**config.mk**
```make
export PLATFORM = sky130hd
export DESIGN_NAME = ccgf_div_pipe
export DESIGN_NICKNAME = d
export VERILOG_FILES = /design/src/rtl/ccgf_pkg.sv /design/src/rtl/ccgf_div_pipe.sv
export SDC_FILE = /design/constraint.sdc
export NUM_CORES = 1
export LEC_CHECK = 0
export BUFFER_PORTS_ARGS = -buffer_cell sky130_fd_sc_hd__buf_2
export CAP_MARGIN = 20
export CORE_AREA = 5 5 174 176
export CTS_CLUSTER_DIAMETER = 100
export CTS_CLUSTER_SIZE = 25
export DETAILED_ROUTE_END_ITERATION = 8
export DIE_AREA = 0 0 179 181
export MAX_ROUTING_LAYER = met4
export PLACE_DENSITY = 0.85
export SYNTH_ARGS = -nofsm -noshare
export SYNTH_HDL_FRONTEND = slang
export SYNTH_SLANG_ARGS = --single-unit
```
**constraint.sdc**
```tcl
create_clock -name clk -period 4.57 [get_ports clk]
set_input_delay 0.914 -clock clk [delete_from_list [all_inputs] [get_ports clk]]
set_output_delay 0.914 -clock clk [all_outputs]
set_load 0.05 [all_outputs]
```
**src/rtl/ccgf_pkg.sv**
```systemverilog
`default_nettype none

package ccgf_pkg;

  localparam int CH_W      = 8;
  localparam int NUM_CH    = 3;
  localparam int NUM_LANE  = 4;
  localparam int COLOR_W   = NUM_CH * CH_W;
  localparam int COORD_W   = 12;
  localparam int DIM_CFG_W = 13;
  localparam int COUNT_W   = 3;
  localparam int CFG_IDX_W = 3;
  localparam int CFG_DATA_W = COLOR_W;

  localparam int MAX_DIM_DEFAULT = 4096;

  localparam logic [DIM_CFG_W-1:0] AREA_W_RESET = DIM_CFG_W'(80);
  localparam logic [DIM_CFG_W-1:0] AREA_H_RESET = DIM_CFG_W'(40);

  // Fill selection by colour count; four and above is the bilinear blend.
  localparam logic [COUNT_W-1:0] COUNT_BG     = COUNT_W'(0);
  localparam logic [COUNT_W-1:0] COUNT_FLAT   = COUNT_W'(1);
  localparam logic [COUNT_W-1:0] COUNT_HBLEND = COUNT_W'(2);
  localparam logic [COUNT_W-1:0] COUNT_TRI    = COUNT_W'(3);

  // One restoring step per quotient bit.
  localparam int DIV_STAGES = CH_W;
  // Clock edges from the edge that takes an item to the edge that takes its result.
  localparam int LATENCY = 6 + DIV_STAGES;

  typedef enum logic [CFG_IDX_W-1:0] {
    REG_COLOR_COUNT  = 3'd0,
    REG_TOP_LEFT     = 3'd1,
    REG_TOP_RIGHT    = 3'd2,
    REG_BOTTOM_LEFT  = 3'd3,
    REG_BOTTOM_RIGHT = 3'd4,
    REG_BACKGROUND   = 3'd5,
    REG_AREA_WIDTH   = 3'd6,
    REG_AREA_HEIGHT  = 3'd7
  } cfg_reg_t;

  typedef enum logic [1:0] {
    KIND_HOLE  = 2'd0,
    KIND_SOLID = 2'd1,
    KIND_BLEND = 2'd2,
    KIND_TRI   = 2'd3
  } kind_t;

  // Control that travels alongside each item through the pipeline.
  typedef struct packed {
    logic                 valid;
    kind_t                kind;
    logic [COLOR_W-1:0]   solid;
  } side_t;

endpackage

`default_nettype wire

```
**src/rtl/ccgf_div_pipe.sv**
```systemverilog
`default_nettype none

module ccgf_div_pipe #(
  parameter int NW  = 32,
  parameter int DVW = 24,
  parameter int QW  = ccgf_pkg::CH_W
) (
  input  logic           clk,
  input  logic [NW-1:0]  num_i,
  input  logic [DVW-1:0] div_i,
  output logic [QW-1:0]  quo_o
);

  // The numerator is below 2^QW times the divisor, so QW restoring steps suffice.
  logic [NW-1:0] rem_r [QW-1];
  logic [QW-1:0] quo_r [QW];

  for (genvar s = 0; s < QW; s++) begin : g_stage
    logic [NW-1:0] rem_in;
    logic [NW-1:0] shifted;
    logic [QW-1:0] quo_in;
    logic          take;

    if (s == 0) begin : g_first
      assign rem_in = num_i;
      assign quo_in = '0;
    end else begin : g_next
      assign rem_in = rem_r[s-1];
      assign quo_in = quo_r[s-1];
    end

    assign shifted = NW'(div_i) << (QW - 1 - s);
    assign take    = (rem_in >= shifted);

    always_ff @(posedge clk) begin
      quo_r[s] <= {quo_in[QW-2:0], take};
    end

    if (s < QW - 1) begin : g_rem
      logic [NW-1:0] trial;

      assign trial = rem_in - shifted;

      always_ff @(posedge clk) begin
        rem_r[s] <= take ? trial : rem_in;
      end
    end
  end

  assign quo_o = quo_r[QW-1];

endmodule

`default_nettype wire

```
* Word-level counts from Yosys, hierarchy flattened
Memories as Yosys holds them, arrays and structs flattened. Index checks and enable logic that the tools add are counted.
Word-level totals: register bits after elaboration 0, memory bits (writable) 288, output and inout bits 8, memories 2, input bits 57
Operators by class: $lt $le $gt $ge 8, add/subtract/negate cells 7, mux-type cells 7
Memories:
- rem_r | depth 7, bits a word 32, read ports 7, clocked after memory_dff 0, wr ports 7, line ccgf_div_pipe.sv:15 | logic [NW-1:0] rem_r [QW-1];
- quo_r | depth 8, bits a word 8, read ports 8, clocked after memory_dff 0, wr ports 8, line ccgf_div_pipe.sv:16 | logic [QW-1:0] quo_r [QW];
Operator list (number):
- $mux W32 | 7
- $ge A32 B24 Y1 | 1
- $ge A32 B25 Y1 | 1
- $ge A32 B26 Y1 | 1
- $ge A32 B27 Y1 | 1
- $ge A32 B28 Y1 | 1
- $ge A32 B29 Y1 | 1
- $ge A32 B30 Y1 | 1
- $ge A32 B31 Y1 | 1
- $sub A32 B25 Y32 | 1
- $sub A32 B26 Y32 | 1
- $sub A32 B27 Y32 | 1
- $sub A32 B28 Y32 | 1
- $sub A32 B29 Y32 | 1
- $sub A32 B30 Y32 | 1
- $sub A32 B31 Y32 | 1

* Depth between registers and ports, before layout
An unclocked memory read counts as a cell.
depth in word-level cells 3, mapped depth 15, mapped depth without buffers 13

* Worst setup path before layout
No wires, ideal clock.
path kind input -> register, start input num_i[7], end memory rem_r[0][31], cell stages on the path 12, path slack 1122 ps, arrival 3327 ps, required time 4449 ps, cell sequence inv_1 -> ha_1 -> fa_1 -> nand2b_1 -> a21oi_1 -> o221ai_1 -> o41ai_1 -> a2111oi_0 -> o21ai_1 -> nand4_1 -> o211ai_1 -> mux2_2
RTL lines:
- start: declaration | line ccgf_div_pipe.sv:9 | input logic [NW-1:0] num_i,
- end: declaration | line ccgf_div_pipe.sv:15

==> impl_metrics.prom <==
# TYPE chip_impl_metric gauge
chip_impl_metric{name="final.hold.worst_slack",unit="ns"} 0.3286
chip_impl_metric{name="track_usage",unit="%"} 24.87
chip_impl_info{name="grt_setup_unrepaired",value="false"} 1
chip_impl_metric{name="placement.cell_area",unit="mm2"} 0.01762
chip_impl_metric{name="cts.repair.resized",unit=""} 0
chip_impl_metric{name="num-fill-cells",unit=""} 2405
chip_impl_metric{name="numPlacedInstances",unit=""} 2418
chip_impl_metric{name="globalplace.congestion",unit=""} 0.9302
chip_impl_metric{name="row_count",unit=""} 62
chip_impl_metric{name="timing.final.max_slew_violations",unit=""} 0
chip_impl_metric{name="dieWidth",unit="um"} 179
chip_impl_metric{name="drcViolationCount",unit=""} 0
chip_impl_metric{name="post_synthesis_sequential_area_ratio",unit="%"} 31.04
chip_impl_metric{name="power_per_cell_area",unit="mW/mm2"} 689.2
chip_impl_info{name="crit_type",value="in -> reg"} 1
chip_impl_metric{name="data_arrival_time_at_the_worst_slack_endpoint",unit="ns"} 4.01
chip_impl_metric{name="layoutNonFillerInstCount",unit=""} 2436
chip_impl_metric{name="critical_path_peak_fanout",unit=""} 18
chip_impl_metric{name="finalClockSkew",unit="ns"} 0.02521
chip_impl_metric{name="cellLeakagePower",unit="nW"} 7.959
chip_impl_metric{name="max-slew-margin-rel",unit="%"} 45.71
chip_impl_info{name="path_cells",value="buf_2, ha_1, fa_1, nor2b_1, o21ai_1, a21boi_1, nor3_1, o31ai_2, a211oi_4, buf_4, nor3_1, o211ai_1, xnor2_1"} 1
chip_impl_metric{name="area_growth_syn_to_layout",unit="%"} 7.423
chip_impl_metric{name="clock-sinks",unit=""} 260
chip_impl_metric{name="power.share.sequential",unit="%"} 30.8
chip_impl_metric{name="place_hpwl",unit="um"} 32130
chip_impl_metric{name="worst-slew-pin-transition",unit="ns"} 0.8095
chip_impl_metric{name="cpPeakStageDelay",unit="ns"} 0.70
chip_impl_metric{name="postSynthRegisterBits",unit=""} 260
chip_impl_metric{name="cts_max_level",unit=""} 1
chip_impl_metric{name="drt-pass1-iter-count",unit=""} 7
chip_impl_metric{name="power.share.switching",unit="%"} 42.38
chip_impl_metric{name="routed-via-count",unit=""} 14670
chip_impl_metric{name="floorplan.io_pins",unit=""} 65
chip_impl_info{name="run_status",value="finished, final reports clean"} 1
chip_impl_info{name="synth.area.top_cells",value="dfxtp_1, ha_1, a21oi_1, xnor2_1, nor2_1"} 1
chip_impl_metric{name="clkPwrFrac",unit="%"} 10.7
chip_impl_metric{name="final-setup-viol-count",unit=""} 0
chip_impl_metric{name="global_route.overflow_total",unit=""} 0
chip_impl_metric{name="worstPathRequired",unit="ns"} 4.95
chip_impl_info{name="critPathCaptureType",value="register"} 1
chip_impl_metric{name="synthArstFlopShare",unit="%"} 0
chip_impl_metric{name="io_buffer_count",unit=""} 64
chip_impl_metric{name="ir_worst_vdd",unit="uV"} 287.2
chip_impl_info{name="timing.hold.worst.class",value="reg -> reg"} 1
chip_impl_info{name="dominantRegCellSynth",value="dfxtp_1"} 1
chip_impl_info{name="timing.critical_path.slowest_stage_cell",value="o31ai_2"} 1
chip_impl_metric{name="power_frac_comb",unit="%"} 58.4
chip_impl_metric{name="internal_power",unit="mW"} 7.155
chip_impl_metric{name="synth.top_cell.area_share",unit="%"} 31.04
chip_impl_metric{name="syn-instance-count",unit=""} 1992
chip_impl_metric{name="grt_pass1_wl",unit="um"} 66010
chip_impl_metric{name="post-route-cell-area",unit="mm2"} 0.01802
chip_impl_metric{name="die_y",unit="um"} 181
chip_impl_metric{name="worst_skew_late_latency",unit="ns"} 0.50
chip_impl_metric{name="worst_setup_hold_path_clk_slew",unit="ns"} 0.09
chip_impl_metric{name="detail-route-antenna-nets",unit=""} 0
chip_impl_info{name="startpoint_type",value="primary input"} 1
chip_impl_metric{name="final_layout_size_suffix_gt1_share",unit="%"} 8.094
chip_impl_metric{name="antenna_found_initial",unit=""} 1
chip_impl_metric{name="yosysUniqueCellTypes",unit=""} 84
chip_impl_metric{name="postCtsHoldBufs",unit=""} 0
chip_impl_metric{name="synth_nets",unit=""} 2248
chip_impl_metric{name="drt-initial-drc-count",unit=""} 858
chip_impl_metric{name="nets",unit=""} 2306
chip_impl_metric{name="via_density_per_instance",unit=""} 6.022
chip_impl_metric{name="layout_worst_path_cycle_share",unit="%"} 79.49
chip_impl_metric{name="switching_power_total",unit="mW"} 5.262
chip_impl_info{name="cts.root.buffer_cell",value="clkbuf_16"} 1
chip_impl_metric{name="grt_max_degree",unit=""} 48
chip_impl_metric{name="initial_core_utilization",unit="%"} 58.91
chip_impl_metric{name="tritoncts.num_buffers",unit=""} 14
chip_impl_info{name="yosys.area.top_type",value="dfxtp_1"} 1
chip_impl_info{name="cts_tree",value="built"} 1
chip_impl_metric{name="core-area",unit="mm2"} 0.02847
chip_impl_metric{name="maxCapViolCount",unit=""} 0
chip_impl_metric{name="maximum_count_of_clock_buffers_along_a_single_path",unit=""} 3
chip_impl_metric{name="mappedNetlistArea",unit="mm2"} 0.01677
chip_impl_metric{name="number_of_global_route_vias_before_repair",unit=""} 14280
chip_impl_metric{name="cts_post_setup_buffers_inserted",unit=""} 0
chip_impl_metric{name="synth.avg_cell_area",unit="um2"} 8.419
chip_impl_metric{name="area_of_the_die",unit="mm2"} 0.03240
chip_impl_info{name="cpMostUsedCell",value="nor3_1"} 1
chip_impl_metric{name="hold_violations",unit=""} 0
chip_impl_metric{name="totalNegativeSetupSlack",unit="ns"} 0
chip_impl_metric{name="max_freq",unit="MHz"} 275.3
chip_impl_metric{name="postRouteWirelength",unit="um"} 40300
chip_impl_metric{name="synth_edf_count",unit=""} 0
chip_impl_metric{name="post_drt_wl_per_cell",unit="um"} 16.54
chip_impl_metric{name="yosys_warnings",unit=""} 0
chip_impl_metric{name="timing.final.crit_period",unit="ns"} 3.633
==> metrics by stage <==
stage	utilization (%)	worst slack (ns)	power, mW
floorplan	-	1.122	9.491
global placement	61.88	0.5811	10.72
detailed placement	61.88	0.4785	10.95
CTS	63.27	0.9864	12.33
global route	63.28	0.7640	13.43
finish	63.28	0.9374	12.42
==> path summary, 6_finish.rpt <==
check                            start              endpoint  slack [ns]  cells past startpoint
hold / removal    quo_r[1][18]$_DFF_P_  quo_r[1][27]$_DFF_P_        0.33                      0
setup reg to reg   rem_r[4][2]$_DFF_P_  rem_r[5][31]$_DFF_P_        1.18                     13
hold reg to reg   quo_r[1][18]$_DFF_P_  quo_r[1][27]$_DFF_P_        0.33                      0
setup / recovery              div_i[0]  rem_r[5][31]$_DFF_P_        0.94                     13
==> layout by cell type (no fill, tap or decap), types with 9 or more instances in the layout <==
cell / instances
nor2_1: 174
dfxtp_1: 260
or2_2: 9
a31oi_1: 15
buf_4: 30
nand2_1: 165
o21bai_1: 18
nand3b_1: 10
nand4_1: 30
nor3_1: 34
clkbuf_16: 15
or3_1: 11
buf_2: 64
nand2b_1: 16
nor2b_1: 37
o21a_1: 19
o31ai_1: 10
mux2_2: 22
xnor2_1: 94
xor2_1: 71
o21ai_1: 19
a211oi_1: 19
nand3_1: 41
ha_1: 192
o211ai_1: 17
a21oi_1: 218
and2_1: 16
o21ai_0: 107
inv_1: 78
and3_1: 10
a21o_1: 81
==> cells in the mapped netlist (8+ instances only) <==
master,count
a2111oi_0,8
a211oi_1,20
a21boi_0,8
a21o_1,81
a21oi_1,219
a31oi_1,15
and2_1,16
and3_1,10
buf_2,18
clkbuf_1,31
dfxtp_1,260
ha_1,192
inv_1,78
mux2_2,22
mux2i_1,8
nand2_1,165
nand2b_1,16
nand3_1,41
nand3b_1,10
nand4_1,30
nor2_1,174
nor2b_1,37
nor3_1,34
o211ai_1,17
o21a_1,19
o21ai_0,107
o21ai_1,19
o21bai_1,18
o31ai_1,10
or2_2,9
or3_1,11
xnor2_1,94
xor2_1,71
==> state kept, by name (all words and copies together), names as in the netlist <==
signal and flops:
rem_r 224, quo_r 36
==> layer usage <==
layer / global-route usage [%] / wire (um)
met1: 30.19 / 17330
met2: 43.30 / 19600
met3: 2.717 / 2191
met4: 7.430 / 1178
met5: - / 0
==> power groups by stage <==
stage	logic (mW)	registers, mW	clock network (mW)
after floorplan	5.78	3.71	0
final	7.25	3.83	1.33
after global routing	8.06	3.93	1.44
after CTS	7.16	3.81	1.36
after detailed placement	7.09	3.87	0
after global placement	6.88	3.84	0
==> cells by family (layout without fill, tap and decap cells) <==
group / after synthesis / count (layout) / synth area share [%]
adders and majority gates: 199 / 199 / 15.16
AOI/OAI and AO/OA: 606 / 606 / 22.81
and+or+nand+nor: 598 / 598 / 17.23
xor gates and xnor gates: 165 / 165 / 8.617
DFF: 260 / 260 / 31.04
buffers and inverters: 134 / 193 / 3.201
other: 0 / 1 / 0
muxes: 30 / 30 / 1.955
==> layout make-up <==
cell class                      instances  area (um2)  share of cell area (%)
Inverter                               80       300.3                   1.667
Antenna cell                            1       2.502                 0.01389
Multi-Input combinational cell       1598       11050                   61.31
Tap cell                              384       480.5                   2.667
Clock inverter                          2       21.27                  0.1181
Timing Repair Buffer                   96       585.6                   3.250
Sequential cell                       260        5205                   28.89
Clock buffer                           15       375.4                   2.083
==> critical path, delay by kind of cell <==
family                   cells  cell delay (ns)
AO/OA/AOI/OAI                5             1.33
XOR/XNOR                     1             0.15
adder cells (fa/ha/maj)      2             0.66
buffers and inverters        2             0.43
AND/OR/NAND/NOR              3             0.51
(Power assumes the default switching activity.)
