[src/rtl/ccgf_pkg.sv]
`default_nettype none

package ccgf_pkg;

  localparam int CH_W      = 8;
  localparam int NUM_CH    = 3;
  localparam int NUM_LANE  = 4;
  localparam int COLOR_W   = NUM_CH * CH_W;
  localparam int COORD_W   = 12;
  localparam int DIM_CFG_W = 13;
  localparam int COUNT_W   = 3;
  localparam int CFG_IDX_W = 3;
  localparam int CFG_DATA_W = COLOR_W;

  localparam int MAX_DIM_DEFAULT = 4096;

  localparam logic [DIM_CFG_W-1:0] AREA_W_RESET = DIM_CFG_W'(80);
  localparam logic [DIM_CFG_W-1:0] AREA_H_RESET = DIM_CFG_W'(40);

  // Fill selection by colour count; four and above is the bilinear blend.
  localparam logic [COUNT_W-1:0] COUNT_BG     = COUNT_W'(0);
  localparam logic [COUNT_W-1:0] COUNT_FLAT   = COUNT_W'(1);
  localparam logic [COUNT_W-1:0] COUNT_HBLEND = COUNT_W'(2);
  localparam logic [COUNT_W-1:0] COUNT_TRI    = COUNT_W'(3);

  // One restoring step per quotient bit.
  localparam int DIV_STAGES = CH_W;
  // Clock edges from the edge that takes an item to the edge that takes its result.
  localparam int LATENCY = 6 + DIV_STAGES;

  typedef enum logic [CFG_IDX_W-1:0] {
    REG_COLOR_COUNT  = 3'd0,
    REG_TOP_LEFT     = 3'd1,
    REG_TOP_RIGHT    = 3'd2,
    REG_BOTTOM_LEFT  = 3'd3,
    REG_BOTTOM_RIGHT = 3'd4,
    REG_BACKGROUND   = 3'd5,
    REG_AREA_WIDTH   = 3'd6,
    REG_AREA_HEIGHT  = 3'd7
  } cfg_reg_t;

  typedef enum logic [1:0] {
    KIND_HOLE  = 2'd0,
    KIND_SOLID = 2'd1,
    KIND_BLEND = 2'd2,
    KIND_TRI   = 2'd3
  } kind_t;

  // Control that travels alongside each item through the pipeline.
  typedef struct packed {
    logic                 valid;
    kind_t                kind;
    logic [COLOR_W-1:0]   solid;
  } side_t;

endpackage

`default_nettype wire

[src/rtl/ccgf_weights.sv]
`default_nettype none

module ccgf_weights #(
  parameter int DW = ccgf_pkg::COORD_W,
  parameter int WW = 2 * DW
) (
  input  logic                                   clk,
  input  logic                                   rst_n,
  input  logic                                   valid_i,
  input  logic [ccgf_pkg::COORD_W-1:0]           x_i,
  input  logic [ccgf_pkg::COORD_W-1:0]           y_i,
  input  logic [ccgf_pkg::COUNT_W-1:0]           count_i,
  input  logic [DW-1:0]                          wm1_i,
  input  logic [DW-1:0]                          hm1_i,
  input  logic [WW-1:0]                          div_i,
  input  logic [ccgf_pkg::COLOR_W-1:0]           bg_i,
  input  logic [ccgf_pkg::COLOR_W-1:0]           flat_i,
  output ccgf_pkg::side_t                        side_o,
  output logic [ccgf_pkg::NUM_LANE-1:0][WW-1:0]  weight_o
);

  localparam int XW = (DW > ccgf_pkg::COORD_W) ? DW : ccgf_pkg::COORD_W;

  ccgf_pkg::side_t                        side_a;
  logic                                   in_area;
  logic                                   degenerate;
  logic                                   flat_y;
  logic                                   tri_a;
  logic [DW-1:0]                          dx_a;
  logic [DW-1:0]                          dy_a;
  logic [DW-1:0]                          ex_a;
  logic [DW-1:0]                          ey_a;
  logic [DW-1:0]                          rx_a;
  logic [DW-1:0]                          ry_a;
  logic [ccgf_pkg::NUM_LANE-1:0][WW-1:0]  prod_nxt;

  ccgf_pkg::side_t                        side_b_r;
  logic [ccgf_pkg::NUM_LANE-1:0][WW-1:0]  prod_b_r;

  ccgf_pkg::side_t                        side_c_nxt;
  logic [ccgf_pkg::NUM_LANE-1:0][WW-1:0]  weight_c_nxt;
  logic [WW:0]                            tri_sum;
  ccgf_pkg::side_t                        side_c_r;
  logic [ccgf_pkg::NUM_LANE-1:0][WW-1:0]  weight_c_r;

  // First stage: classify the pixel and form the four corner weights as products.
  always_comb begin
    in_area    = (XW'(x_i) <= XW'(wm1_i)) && (XW'(y_i) <= XW'(hm1_i));
    degenerate = (wm1_i == '0) || (hm1_i == '0);
    side_a.valid = valid_i;
    side_a.kind  = ccgf_pkg::KIND_HOLE;
    side_a.solid = '0;
    if (in_area) begin
      unique case (count_i)
        ccgf_pkg::COUNT_BG: begin
          side_a.kind  = ccgf_pkg::KIND_SOLID;
          side_a.solid = bg_i;
        end
        ccgf_pkg::COUNT_FLAT: begin
          side_a.kind  = ccgf_pkg::KIND_SOLID;
          side_a.solid = flat_i;
        end
        ccgf_pkg::COUNT_TRI: begin
          if (degenerate) begin
            side_a.kind  = ccgf_pkg::KIND_SOLID;
            side_a.solid = bg_i;
          end else begin
            side_a.kind = ccgf_pkg::KIND_TRI;
          end
        end
        default: begin
          side_a.kind = ccgf_pkg::KIND_BLEND;
        end
      endcase
    end

    // The horizontal blend is the bilinear one with a single row.
    flat_y = (count_i == ccgf_pkg::COUNT_HBLEND) || (hm1_i == '0);
    dx_a   = (wm1_i == '0) ? DW'(1) : wm1_i;
    ex_a   = (wm1_i == '0) ? '0 : DW'(x_i);
    dy_a   = flat_y ? DW'(1) : hm1_i;
    ey_a   = flat_y ? '0 : DW'(y_i);
    rx_a   = dx_a - ex_a;
    ry_a   = dy_a - ey_a;
    tri_a  = (side_a.kind == ccgf_pkg::KIND_TRI);

    // For the triangle, lanes one and two give the top-right and bottom-left numerators.
    prod_nxt[0] = WW'(rx_a) * WW'(ry_a);
    prod_nxt[1] = WW'(ex_a) * WW'(tri_a ? dy_a : ry_a);
    prod_nxt[2] = WW'(tri_a ? dx_a : rx_a) * WW'(ey_a);
    prod_nxt[3] = WW'(ex_a) * WW'(ey_a);
  end

  always_ff @(posedge clk) begin
    if (!rst_n) begin
      side_b_r <= '0;
    end else begin
      side_b_r <= side_a;
    end
  end

  always_ff @(posedge clk) begin
    prod_b_r <= prod_nxt;
  end

  // Second stage: the triangle test and the top-left weight that is left over.
  always_comb begin
    side_c_nxt   = side_b_r;
    weight_c_nxt = prod_b_r;
    tri_sum      = {1'b0, prod_b_r[1]} + {1'b0, prod_b_r[2]};
    if (side_b_r.kind == ccgf_pkg::KIND_TRI) begin
      if (tri_sum > {1'b0, div_i}) begin
        side_c_nxt.kind = ccgf_pkg::KIND_HOLE;
      end else begin
        side_c_nxt.kind = ccgf_pkg::KIND_BLEND;
      end
      weight_c_nxt[0] = div_i - prod_b_r[1] - prod_b_r[2];
      weight_c_nxt[3] = '0;
    end
  end

  always_ff @(posedge clk) begin
    if (!rst_n) begin
      side_c_r <= '0;
    end else begin
      side_c_r <= side_c_nxt;
    end
  end

  always_ff @(posedge clk) begin
    weight_c_r <= weight_c_nxt;
  end

  assign side_o   = side_c_r;
  assign weight_o = weight_c_r;

endmodule

`default_nettype wire

[config.mk]
export PLATFORM = sky130hd
export DESIGN_NAME = ccgf_weights
export DESIGN_NICKNAME = d
export VERILOG_FILES = /design/src/rtl/ccgf_pkg.sv /design/src/rtl/ccgf_weights.sv
export SDC_FILE = /design/constraint.sdc
export NUM_CORES = 2
export LEC_CHECK = 0
export BUFFER_PORTS_ARGS = -buffer_cell sky130_fd_sc_hd__buf_2
export CORE_MARGIN = 2
export CORE_UTILIZATION = 50
export CTS_CLUSTER_DIAMETER = 120
export DETAILED_ROUTE_END_ITERATION = 10
export PLACE_DENSITY = 0.8
export SETUP_SLACK_MARGIN = 0.1
export SYNTH_ARGS = -nofsm -noshare
export SYNTH_HDL_FRONTEND = slang
export SYNTH_SLANG_ARGS = --single-unit
[constraint.sdc]
create_clock -name clk -period 8.8 [get_ports clk]
set_clock_uncertainty 0.15 [all_clocks]
set_input_delay 0 -clock clk [delete_from_list [all_inputs] [get_ports clk]]
set_output_delay 0 -clock clk [all_outputs]
set_load 0.1 [all_outputs]
### Word-level counts from Yosys, hierarchy flattened

Cells that the tools add are included.

| cells by class | value |
|---|---|
| reduce and logical (&&, ||, !) cells | 8 |
| $lt $le $gt $ge | 3 |
| multipliers | 4 |
| mux-type cells | 14 |
| eq/ne operators | 5 |
| bitwise gates (word level) | 0 |
| $add $sub $neg | 5 |
| shift-type cells | 0 |
| divide/modulo/power cells | 0 |

Operators with widths:

| cell | count |
|---|---|
| 12-bit by 12-bit multiplier with 24-bit output | 4 |
| 12-bit 2-to-1 mux | 6 |
| 24-bit case mux with 3 select lines | 1 |
| 24-bit 2-to-1 mux | 2 |
| 24-bit subtractor | 2 |
| 26-bit 2-to-1 mux | 1 |
| 24-bit by 24-bit adder with 25-bit output | 1 |
| 25-bit by 24-bit greater-than comparator with 1-bit output | 1 |
| 12-bit less-or-equal comparator | 2 |
| 12-bit logical NOT | 2 |
| 12-bit subtractor | 2 |
| 3-bit by 2-bit equality test with 1-bit output, second input constant | 2 |
| 2-bit 2-to-1 mux | 3 |
| 2-bit equality test, second input constant | 2 |
| 2-bit case mux with 2 select lines | 1 |
| 3-bit by 1-bit equality test with 1-bit output, second input constant | 1 |
| 3-bit logical NOT | 1 |
| 1-bit logical OR | 2 |
| 2-bit AND reduction | 1 |
| 2-bit OR reduction | 1 |
| 1-bit logical AND | 1 |

| storage, ports and cells | value |
|---|---|
| output and inout bits | 123 |
| latch bits | 0 |
| memories | 0 |
| bits in read-only memories | 0 |
| register bits after elaboration | 246 |
| memory bits (writable) | 0 |
| bits of input ports | 126 |

### Depth between registers and ports, before layout

| depth | value |
|---|---|
| depth in word-level cells | 8 |
| gate-level depth with buffers | 39 |
| depth with buffers taken out | 36 |

### Worst setup path after synthesis

No wires, ideal clock.

| timing | value |
|---|---|
| path kind | input port to flip-flop |
| start | in count_i[1] in the netlist's numbering |
| end | reg prod_b_r[46] in the netlist's numbering |
| required time | 8.578 ns |
| setup slack | 0.259 ns |
| cell stages on the path | 36 |
| arrival time | 8.319 ns |
| cell sequence | nor3b_4 -> a31oi_2 -> clkbuf_1 -> nand2_1 -> inv_1 -> clkbuf_1 -> buf_1 -> ha_1 -> inv_1 -> fa_1 -> a21o_1 -> a21oi_1 -> o21ai_0 -> a221oi_1 -> o21bai_1 -> xnor2_2 -> inv_1 -> a21boi_2 -> nor2_1 -> fa_1 -> fa_1 -> fa_1 -> fa_1 -> inv_1 -> fa_1 -> inv_1 -> ha_1 -> a21o_1 -> a21oi_1 -> nor2_1 -> nor2_1 -> o21ai_0 -> or3_1 -> a31o_2 -> a21oi_1 -> xnor2_1 |

RTL lines:

| what | RTL line | RTL |
|---|---|---|
| start, declared | ccgf_weights.sv:12 | `input logic [ccgf_pkg::COUNT_W-1:0] count_i,` |
| end signal, assigned | ccgf_weights.sv:103 | `prod_b_r <= prod_nxt;` |
| end, declared | ccgf_weights.sv:38 | `logic [ccgf_pkg::NUM_LANE-1:0][WW-1:0] prod_b_r;` |

==> implementation parameters <==
Parameter                              Value

Detailed routing
  Final ANT Viol Nets ... 0
  DRT Wirelength ... 90,370 um
  Count of routing violations after the opening detailed-route iteration ... 1,787
  Detailed-route vias per instance ... 5.521
  WL per Instance ... 19.28 um
  DRC violations left ... 0
  Router iterations before antenna repair ... 5
  Via count ... 25.88k

Cells and area
  Multi-input logic area ... 0.02271 sq mm
  Filler cell count in the final layout ... 5,180
  NumNets Final ... 4,822
  Fraction of layout cells with a size suffix above 1 ... 11.37%
  Syn-to-layout area delta ... 13.45%
  Sequential cell area ... 0.004925 sq mm

Timing
  Worst-Margin Slew ... 1.128 ns
  Highest clock frequency the design can meet ... 120.7 MHz
  Final hold vios ... 0
  Final period util ... 94.12%
  Total count of max-transition violations in the final report ... 0
  Worst slew margin relative to its limit ... 23.88%
  Setup repair after global routing missed its margin ... false
  Time the final worst path needs with I/O delays and setup ... 8.283 ns
  Setup TNS ... 0 ns
  Final-report setup violation count ... 0

Floorplanning
  Area enclosed by the die boundary ... 0.06326 sq mm
  Starting density of the core ... 50.65%
  Die Wd ... 251.5 um
  I/O pin count ... 249
  Area of the core ... 0.06047 sq mm
  Die Span Y ... 251.5 um
  Number of cell rows ... 90

Worst setup path
  Largest stage delay, worst path ... 0.53 ns
  Critical Path Source Type ... input pin
  Top cell by count, worst path ... fa_1
  Endpoint class of the critical path ... flop
  Worst Setup Path Type ... input pin to flop
  Required time at the worst-slack endpoint ... 9.18 ns
  Arrival time at the worst endpoint ... 8.66 ns
  Critical-path cell with the highest stage delay ... or4_1
  Crit path max fanout ... 8

CTS
  Total clock buffers created by CTS ... 28
  Insertion delay to the later sink of the worst-skew pair ... 0.60 ns
  Root buffer selected by CTS ... clkbuf_16
  Clock-pin slew of the registers on the worst-case setup and hold paths ... 0.06 ns
  Maximum number of buffers from clock root to sink ... 3
  Clk sink count ... 246
  CTS tree ... yes
  H-Tree Level Count ... 1

Placement
  Number of port buffers ... 248
  Global placement routability congestion ... 1.011
  HPWL after detailed placement ... 72,750 um

Hold path
  Class of the worst hold path ... input pin to flop

Global routing
  Global-route wire length before repair ... 142,800 um
  Number of antenna violations at the first check in global routing ... 4
  Vias in the first global route ... 26.67k
  Total routing usage reported by global routing ... 28.91%
  Largest net degree at the start of global routing ... 71
  Sum of overflow across all layers after global routing ... 0

Synth
  Share of synthesized registers carrying an async set or reset ... 0%
  Flip-flop cell with the highest count after synthesis ... dfxtp_1
  Mapped Area ... 0.03063 sq mm
  Synthesized instance count ... 3,569
  Post-synth EDFFs ... 0
  Per-instance average area after synthesis ... 8.582 sq um
  Number of distinct library cells after synthesis ... 83
  Yosys warning count ... 0
  Syn Nets ... 4,507
  Sequential share of the synthesized area ... 16.08%
  Number of storage elements in the synthesis netlist ... 246

Job
  Max cap viols ... 0

Run status
  Status ... finished clean
-- final cells by class --
| type | count | share of cell area [%] |
|---|---|---|
| multi-input cells | 2532 | 65.37 |
| diodes | 2 | 0.01440 |
| clock inverters | 14 | 0.5869 |
| well taps | 782 | 2.816 |
| repair buffers | 418 | 7.691 |
| inverters | 658 | 7.108 |
| clock buffers | 36 | 2.247 |
| flip-flops and latches | 246 | 14.17 |
-- logic make-up after synthesis --
kind of cell	synth area share, %
AND/OR/NAND/NOR	16.56
adder cells (fa/ha/maj)	43.61
buffers and inverters	9.791
AO/OA/AOI/OAI	9.763
flip-flops	16.08
XOR/XNOR	4.028
multiplexers	0.1675
-- cells in the mapped netlist (7+ instances only) --
cell type / number / area [sq um]
a21oi_1: 113 / 565.5
nand2b_1: 40 / 250.2
fa_1: 426 / 8528
nor2b_1: 25 / 156.4
o211ai_1: 15 / 112.6
a31oi_1: 10 / 62.56
o21ai_0: 101 / 505.5
nor3_1: 39 / 195.2
a22oi_1: 26 / 195.2
a211oi_1: 13 / 97.59
xnor2_1: 89 / 779.5
dfxtp_1: 246 / 4925
nor4_1: 9 / 56.30
and3_1: 18 / 112.6
nor2_1: 290 / 1089
a21boi_0: 11 / 82.58
nand2_1: 473 / 1775
inv_1: 649 / 2436
and2_1: 124 / 775.7
o21bai_1: 10 / 75.07
a211o_1: 10 / 87.58
xor2_1: 43 / 376.6
o21a_1: 21 / 157.7
or3_1: 16 / 100.1
nand3_1: 44 / 220.2
or2_2: 7 / 43.79
clkbuf_1: 108 / 405.4
ha_1: 386 / 4830
nand4_1: 16 / 100.1
a21o_1: 44 / 330.3
buf_2: 21 / 105.1
-- per-layer routing --
metal,share of wire (%),GRT usage (%)
met2,47,49.50
met5,0.028,0
met3,8.8,5.076
met1,38,34.48
met4,6.5,16.00
-- worst max-delay path: cells and delay by family --
family          cells  cell delay [ns]
fa+ha+maj           7             2.81
simple gates        9             2.34
xor+xnor            2             0.36
buf+inv             6             0.92
compound gates     10             2.22
-- state kept, by name (all words and copies together) (netlist names) --
name      cells
prod_b_r     96
side_b_r     27
side_o       27
weight_o     96
-- worst paths after layout --
kind                                   start           end  slack (ns)  cells past startpoint
worst max register to register  prod_b_r[54]    side_o[25]        3.80                     21
worst max-delay path              count_i[1]  prod_b_r[46]        0.52                     34
worst min register to register  prod_b_r[48]  weight_o[48]        0.22                      0
worst min-delay path                div_i[8]   weight_o[8]        0.04                      5
-- through the flow --
| stage | cell area [sq um] | hold slack (ns) | setup slack [ns] | instances | utilization, % |
|---|---|---|---|---|---|
| final | 34750 | 0.04332 | 0.5172 | 4688 | 57.47 |
| after global routing | 34740 | 0.06067 | 0.1431 | 4686 | 57.46 |
| after CTS | 34740 | 0.006065 | 0.6684 | 4686 | 57.46 |
| after detailed placement | 33140 | 0.08029 | 0.4269 | 4574 | 54.80 |
| after global placement | 33140 | 0.06716 | 0.5881 | 4574 | 54.80 |
| after floorplan | 30630 | -0.02575 | 0.2593 | 3569 | - |
-- repair_timing --
action	CTS	global route
resized for setup	0	0
setup buffers	0	0
hold buffers	62	0
hold endpoints to repair	62	0
-- layout by cell type, fill, tap and decap left out, drive strengths merged, types with 12 or more instances in the layout --
cell type / synthesis / final
a22oi: 26 / 26
o21a: 21 / 21
fa: 426 / 426
and2: 126 / 126
nor2b: 25 / 25
nand2: 474 / 474
a21oi: 116 / 116
xor2: 43 / 43
nand4: 16 / 16
xnor2: 91 / 91
a21o: 44 / 44
nor2: 290 / 290
dfxtp: 246 / 246
nand2b: 40 / 40
o211ai: 15 / 15
nor3: 40 / 40
a21boi: 17 / 17
nand3: 44 / 44
and3: 18 / 18
o21ai: 108 / 108
dlygate4sd3: 0 / 62
inv: 652 / 654
or3: 16 / 16
clkbuf: 108 / 36
buf: 25 / 356
ha: 386 / 386
nor4: 12 / 12
a211oi: 13 / 13
Power is left out: the tool's default activity adds up to more than one toggle a clock period on the data nets, which glitch-free logic cannot reach.
